[src/hdl/ndvf_pkg.sv]
`timescale 1ns / 1ps
// Shared types and constants of the near-duplicate vector filter.
// No dependencies.
package ndvf_pkg;

   localparam int ID_W       = 16;
   localparam int ELEM_W     = 16;
   localparam int COS_W      = 16;
   localparam int DIST_W     = 23;
   localparam int VLEN_W     = 7;
   localparam int CSR_IDX_W  = 2;
   localparam int CSR_DATA_W = 23;
   // cosine test compares dot^2 * 2^COS_SHIFT against c^2 * n1 * n2
   localparam int COS_SHIFT  = 32;

   localparam logic [CSR_IDX_W-1:0] CSR_COSINE_LIMIT   = 2'd0;
   localparam logic [CSR_IDX_W-1:0] CSR_DISTANCE_LIMIT = 2'd1;
   localparam logic [CSR_IDX_W-1:0] CSR_VECTOR_LENGTH  = 2'd2;

   localparam logic [COS_W-1:0]  COS_RESET  = 16'd65208;
   localparam logic [DIST_W-1:0] DIST_RESET = 23'd0;
   localparam logic [VLEN_W-1:0] VLEN_RESET = 7'd64;

   typedef struct packed {
      logic busy;
      logic done;
   } mul_stat_type;

endpackage

[src/hdl/ndvf_mul.sv]
`timescale 1ns / 1ps
// Serial shift-add multiplier, one multiplier bit per cycle.
// Depends on ndvf_pkg (status struct).
module ndvf_mul #(
   parameter int W = 53
) (
   input  logic                  clock,
   input  logic                  reset,
   input  logic                  start,
   input  logic [W-1:0]          op_a,
   input  logic [W-1:0]          op_b,
   output logic [2*W-1:0]        product,
   output ndvf_pkg::mul_stat_type stat
);

   localparam int CNTW = $clog2(W + 1);

   logic [2*W-1:0] acc_ff, acc_in;
   logic [W-1:0]   mcand_ff, mcand_in;
   logic [CNTW-1:0] cnt_ff, cnt_in;
   logic           busy_ff, busy_in;
   logic           done_ff, done_in;
   logic [W:0]     sum;

   always_comb begin
      acc_in   = acc_ff;
      mcand_in = mcand_ff;
      cnt_in   = cnt_ff;
      busy_in  = busy_ff;
      done_in  = 1'b0;
      sum      = {1'b0, acc_ff[2*W-1:W]} + (acc_ff[0] ? {1'b0, mcand_ff} : '0);
      if (start) begin
         acc_in   = {{W{1'b0}}, op_b};
         mcand_in = op_a;
         cnt_in   = CNTW'(W);
         busy_in  = 1'b1;
      end else if (busy_ff) begin
         acc_in = {sum, acc_ff[W-1:1]};
         cnt_in = cnt_ff - CNTW'(1);
         if (cnt_ff == CNTW'(1)) begin
            busy_in = 1'b0;
            done_in = 1'b1;
         end
      end
   end

   always_ff @(posedge clock) begin
      acc_ff   <= acc_in;
      mcand_ff <= mcand_in;
      cnt_ff   <= cnt_in;
      if (reset) begin
         busy_ff <= 1'b0;
         done_ff <= 1'b0;
      end else begin
         busy_ff <= busy_in;
         done_ff <= done_in;
      end
   end

   assign product   = acc_ff;
   assign stat.busy = busy_ff;
   assign stat.done = done_ff;

endmodule

[config.mk]
export PLATFORM = sky130hd
export DESIGN_NAME = ndvf_mul
export DESIGN_NICKNAME = d
export VERILOG_FILES = /design/src/hdl/ndvf_pkg.sv /design/src/hdl/ndvf_mul.sv
export SDC_FILE = /design/constraint.sdc
export NUM_CORES = 1
export LEC_CHECK = 0
export BUFFER_PORTS_ARGS = -buffer_cell sky130_fd_sc_hd__buf_2
export CORE_AREA = 2 2 136 165
export CTS_CLUSTER_DIAMETER = 40
export DETAILED_ROUTE_END_ITERATION = 16
export DIE_AREA = 0 0 138 167
export HOLD_SLACK_MARGIN = 0.02
export PLACE_DENSITY = 0.68
export SLEW_MARGIN = 20
export SYNTH_ARGS = -nofsm -noshare
export SYNTH_HDL_FRONTEND = slang
export SYNTH_SLANG_ARGS = --single-unit
[constraint.sdc]
create_clock -name clock -period 4.6 [get_ports clock]
set_clock_uncertainty 0.05 [all_clocks]
set_input_delay 0.69 -clock clock [delete_from_list [all_inputs] [get_ports clock]]
set_output_delay 0.69 -clock clock [all_outputs]
set_load 0.03 [all_outputs]
# ---- Word level (Yosys, flattened, before mapping)
# Cells that the tools add are included.
dict set report op_classes {
  add_sub_neg 2
  bitwise_logic 1
  reduce_logical 2
  eq_ne 1
  mux 7
}
# operator count
set ops {}
lappend ops {{$mux W53} 3}
lappend ops {{$add A53 B53 Y54} 1}
lappend ops {{$eq A6 B1 Y1 const B} 1}
lappend ops {{$sub A6 B1 Y6 const B} 1}
lappend ops {{$mux W1} 4}
lappend ops {{$reduce_or A3 Y1} 1}
lappend ops {{$reduce_bool A2 Y1} 1}
lappend ops {{$not A1 Y1} 1}
dict set report word_totals {
  wordCells 19
  ff_bits 167
  output_inout_bits 108
  in_bits 109
}

# ---- Longest topological paths before layout
dict set report logic_depth {
  word_depth 4
  depth_mapped 14
  ltp_nobuf 13
}

# ---- Worst setup path after synthesis
# OpenSTA, ideal clock, no wires.
dict set report synth_path {
  kind {register to register}
  from {register acc_ff[0], in the netlist product[0]}
  to {register acc_ff[98], in the netlist product[98]}
  path_buffers 1
  arrival_time_ns 3.452
  path_stages_with_launch 15
  slack_ns 0.981
  period_less_slack_ns 3.619
  path_cell_list {edfxtp_1 -> clkbuf_1 -> and2_1 -> ha_1 -> inv_1 -> fa_1 -> nand2b_1 -> a21oi_1 -> o21ai_0 -> a2111oi_2 -> o2111ai_1 -> a211oi_1 -> o21ai_0 -> a21o_1 -> a32o_1}
}
dict set report synth_between {
  elab_chain_cells 2
}
# item line_no
set synth_rtl {}
lappend synth_rtl {{start: declaration} ndvf_mul.sv:18} ;# logic [2*W-1:0] acc_ff, acc_in;
lappend synth_rtl {{start signal: assignment} ndvf_mul.sv:48} ;# acc_ff <= acc_in;
lappend synth_rtl {{$mux W53} ndvf_mul.sv:31} ;# sum = {1'b0, acc_ff[2*W-1:W]} + (acc_ff[0] ? {1'b0, mcand_ff} : '0);
lappend synth_rtl {{$add A53 B53 Y54} ndvf_mul.sv:31}
# No other way between the ends.
# A chain may end at the register's enable or synchronous reset.

# ---- Worst setup path in the final report
dict set report layout_path {
  from {register acc_ff[0], in the netlist product[0]}
  to {register acc_ff[104], in the netlist product[104]}
}
# The elaborated chain is that of the path after synthesis.

==> run summary <==
The number of nets in the synthesized netlist came out at 1,087. The count of antenna-violating nets left after detailed routing is 0. The max-slew violation total from the final report is 0. The routed length per instance came out at 17.26 um. The number of hold-slack violations in the final timing report is 0.

The count of final setup violators is 0. After global routing the overflow that remains totals 0. The last weighted congestion value of the routability-driven placer came out at 0.9497.

The worst-case vdd ir drop is 0.2569 mV. After layout, the worst setup slack is 631.8 ps. After synthesis, the cell types taking the most area are edfxtp_1, dfxtp_1, ha_1. The total placed instance area came out at 10,740 um^2. The clock group share of total power came out at 33.4%. The slew at the pin closest to its max-slew limit came out at 948.8 ps. The count of warnings emitted by yosys is 0. The clock buffer count from CTS is 17. The area of the die came out at 23,050 um^2.

Counting every instance in the synthesized netlist gives 922. The number of gates resized after CTS came out at 0. The number of buffers and inverters on the critical path is 1. The proportion of layout cells with a drive suffix above 1 is 28.98%.

The clock passes through at most 2 buffers. The clock drives 167 sinks. The signed area change from the synthesized netlist to the final layout came out at 18.61%. The region available for standard cell placement spans 21,410 um^2. On the critical path the largest part of the delay comes from compound AO/OA/AOI/OAI gates. The net switching power is 1385 uW. The die height came out at 167 um.

In the layout the commonest cells are buf_2, edfxtp_1, nand2_1. The signal on the critical path passes through buf_4 -> nand2_1 -> fa_1 -> nand2b_1 -> a21oi_1 -> o21ai_0 -> o22ai_1 -> a41oi_1 -> o21ai_1 -> a311oi_1 -> a2111oi_0. The final critical-path required period is 3968 ps. Global routing used 21.00% of the available tracks. In this run the post-CTS setup repair buffer count came out at 0. The post-route standard cell area excluding fillers is 11,310 um^2. The first-pass iteration count of the detailed router came out at 5. The maximum level of the CTS H-tree came out at 4. Static timing analysis puts the maximum clock frequency at 252.0 MHz. The antenna diode instance count came out at 0.

The run finished with clean final reports. In the final design database the tool counted 1,284 nets. The number of different library cells in the post-synthesis netlist is 73. The flip-flop and latch count after synthesis is 167.

The source-to-sink clock delay at the later pin of the worst-skew pair is 440 ps. The width of the chip came out at 138 um. The wire length of the first global-routing pass is 39,130 um.

The worst setup path is captured at a flip-flop. The fraction of the cycle the final worst path needs came out at 86.26%. The maximum fanout along the worst path came out at 53. Across the run, the number of max-cap violations was 0. The I/O pin total is 217. The setup slack after placement is 711.2 ps. The initial DRC count is 487.

The root buffer cell is clkbuf_16. The leading cell type in the layout, fill and taps excluded is buf_2. The count of flip-flops with a built-in enable after synthesis is 106. The internal power contribution came out at 2815 uW. The largest single stage delay on the critical path is 540 ps. The synthesized area divided by synthesized cell count came out at 10.35 um^2.

For the worst setup path, the data arrival time is 4220 ps. The initial antenna violation count is 0. The worst hold path belongs to the class input port to flip-flop.

TritonCTS built the clock tree. Setup repair after global routing left no endpoint under its margin. The required time at the worst-slack endpoint came out at 4850 ps.

The sum of negative setup slack came out at 0 ps. The total power density per cell area is 371.2 nW/um^2. The effective utilization at floorplan came out at 44.56%. The number of rows in the core area came out at 59. The hold buffer count at CTS is 0. The share of total power consumed by net switching came out at 32.97%. The leading register cell type out of synthesis is edfxtp_1.

For this design, the slowest cell found on the critical path is o21ai_1. The netlist area before placement is 9539 um^2. The total via count after detailed routing came out at 7,650.

The proportion of register bits with asynchronous set or reset after synthesis is 0%. The maximum number of pins on one net before global-route repair is 73. The proportion of netlist area held by the largest area contributor is 33.37%. STA classifies the critical path startpoint as a flip-flop.

The HPWL after detailed placement is 17,790 um. The via-per-instance ratio came out at 5.441. The setup path with the least slack is of type flip-flop to flip-flop. The sequential power share came out at 43.6%. The cell depth of the worst setup path is 11. The post-synthesis sequential area ratio is 46.17%. The worst relative slew slack is 36.75%.

After clock tree synthesis, the clock-pin slew on the worst setup and hold paths is 70 ps. The fraction of power consumed by combinational cells is 23.0%. The count of cells along the worst register-to-register path is 11. The routed wire length is 24,270 um. The number of remaining DRC errors is 0. The via count of the first global-routing pass is 7,661. The biggest area contributor in the post-synthesis netlist is edfxtp_1. Summed over all cells, the static leakage comes to 0.004918 uW. The cell depth of the worst hold path is 2.

Buffers placed on the I/O ports in this run total 216.
[logic make-up (layout without fill, tap and decap cells)]
family	after synthesis	after routing	share of synthesized area (%)
and+or+nand+nor	282	282	14.52
AOI/OAI and AO/OA	223	223	15.06
DFF	167	167	46.17
muxes	75	75	8.565
buffers and inverters	74	284	4.132
adders and majority gates	56	56	7.424
xor gates and xnor gates	45	45	4.132
[area by class of cell]
class / instances / area [um^2]
tap: 274 / 342.8
inverter: 27 / 101.3
sequential: 167 / 4405
clock buffer: 18 / 429.2
fill: 1966 / 10090
multi-input combinational: 681 / 4743
timing repair buffer: 225 / 1151
clock inverter: 14 / 141.4
[worst register-to-register path, stage by stage (launching register included)]
cell       delay, ps
edfxtp_1         340
buf_4            390
nand2_1          180
fa_1             460
nand2b_1         180
a21oi_1          170
o21ai_0          240
o22ai_1          330
a41oi_1          320
o21ai_1          540
a311oi_1         170
a2111oi_0        460
[cell usage after synthesis, types with 3 or more instances]
master	instances
and2_1	52
xor2_1	19
o31ai_1	5
o2111ai_1	3
mux2_2	53
nand2b_1	10
nor2_1	67
a21o_1	27
o31a_1	4
and3_1	3
edfxtp_1	106
buf_6	4
o21bai_1	11
nand4_1	19
o211ai_1	4
xnor2_1	26
a21oi_1	74
a211oi_1	7
mux2i_1	22
a31oi_1	4
ha_1	55
clkbuf_8	4
or4_1	3
buf_4	4
a21o_2	3
nor2b_1	3
o21a_1	3
o21ai_0	49
inv_1	27
dfxtp_1	61
clkbuf_1	30
nor3_1	10
or3_1	3
nand3_1	14
nand2_1	83
o22ai_1	4
[through the flow]
stage | util, % | total power, uW | std cells | hold slack (ps)
final | 52.85 | 4199 | 1406 | 363.4
after detailed placement | 50.19 | 2829 | 1374 | 424.7
after global placement | 50.19 | 2821 | 1374 | 420.6
after CTS | 52.85 | 4228 | 1406 | 360.6
after global routing | 52.85 | 4394 | 1406 | 356.0
after floorplan | - | 2565 | 922 | 418.5
[metal layers]
metal | wire [um] | global-route usage [%] | part of all wire, % | vias to the layer above
li1 | - | - | - | 3774
met1 | 10290 | 25.47 | 42 | 3553
met2 | 11520 | 35.28 | 47 | 272
met3 | 1851 | 6.527 | 7.6 | 51
met4 | 603 | 7.542 | 2.5 | 0
met5 | 0 | 0 | 0 | -
[final timing paths]
kind | start | endpoint | slack, ps
min reg2reg | product[80] | product[80] | 430
max reg2reg | product[0] | product[104] | 630
min | reset | busy_ff | 360
max | product[0] | product[104] | 630
[state kept, by name, summed over array words and instances (netlist names)]
register,count
busy_ff,1
cnt_ff,6
done_ff,1
mcand_ff,53
product,106
[power by group through the flow]
stage | Sequential [uW] | Clock (uW) | Combinational [uW]
CTS | 1830 | 1420 | 969
finish | 1830 | 1400 | 966
global placement | 1860 | 0 | 957
floorplan | 2020 | 0 | 545
global route | 1850 | 1490 | 1060
detailed placement | 1860 | 0 | 965
(Power assumes the default switching activity.)
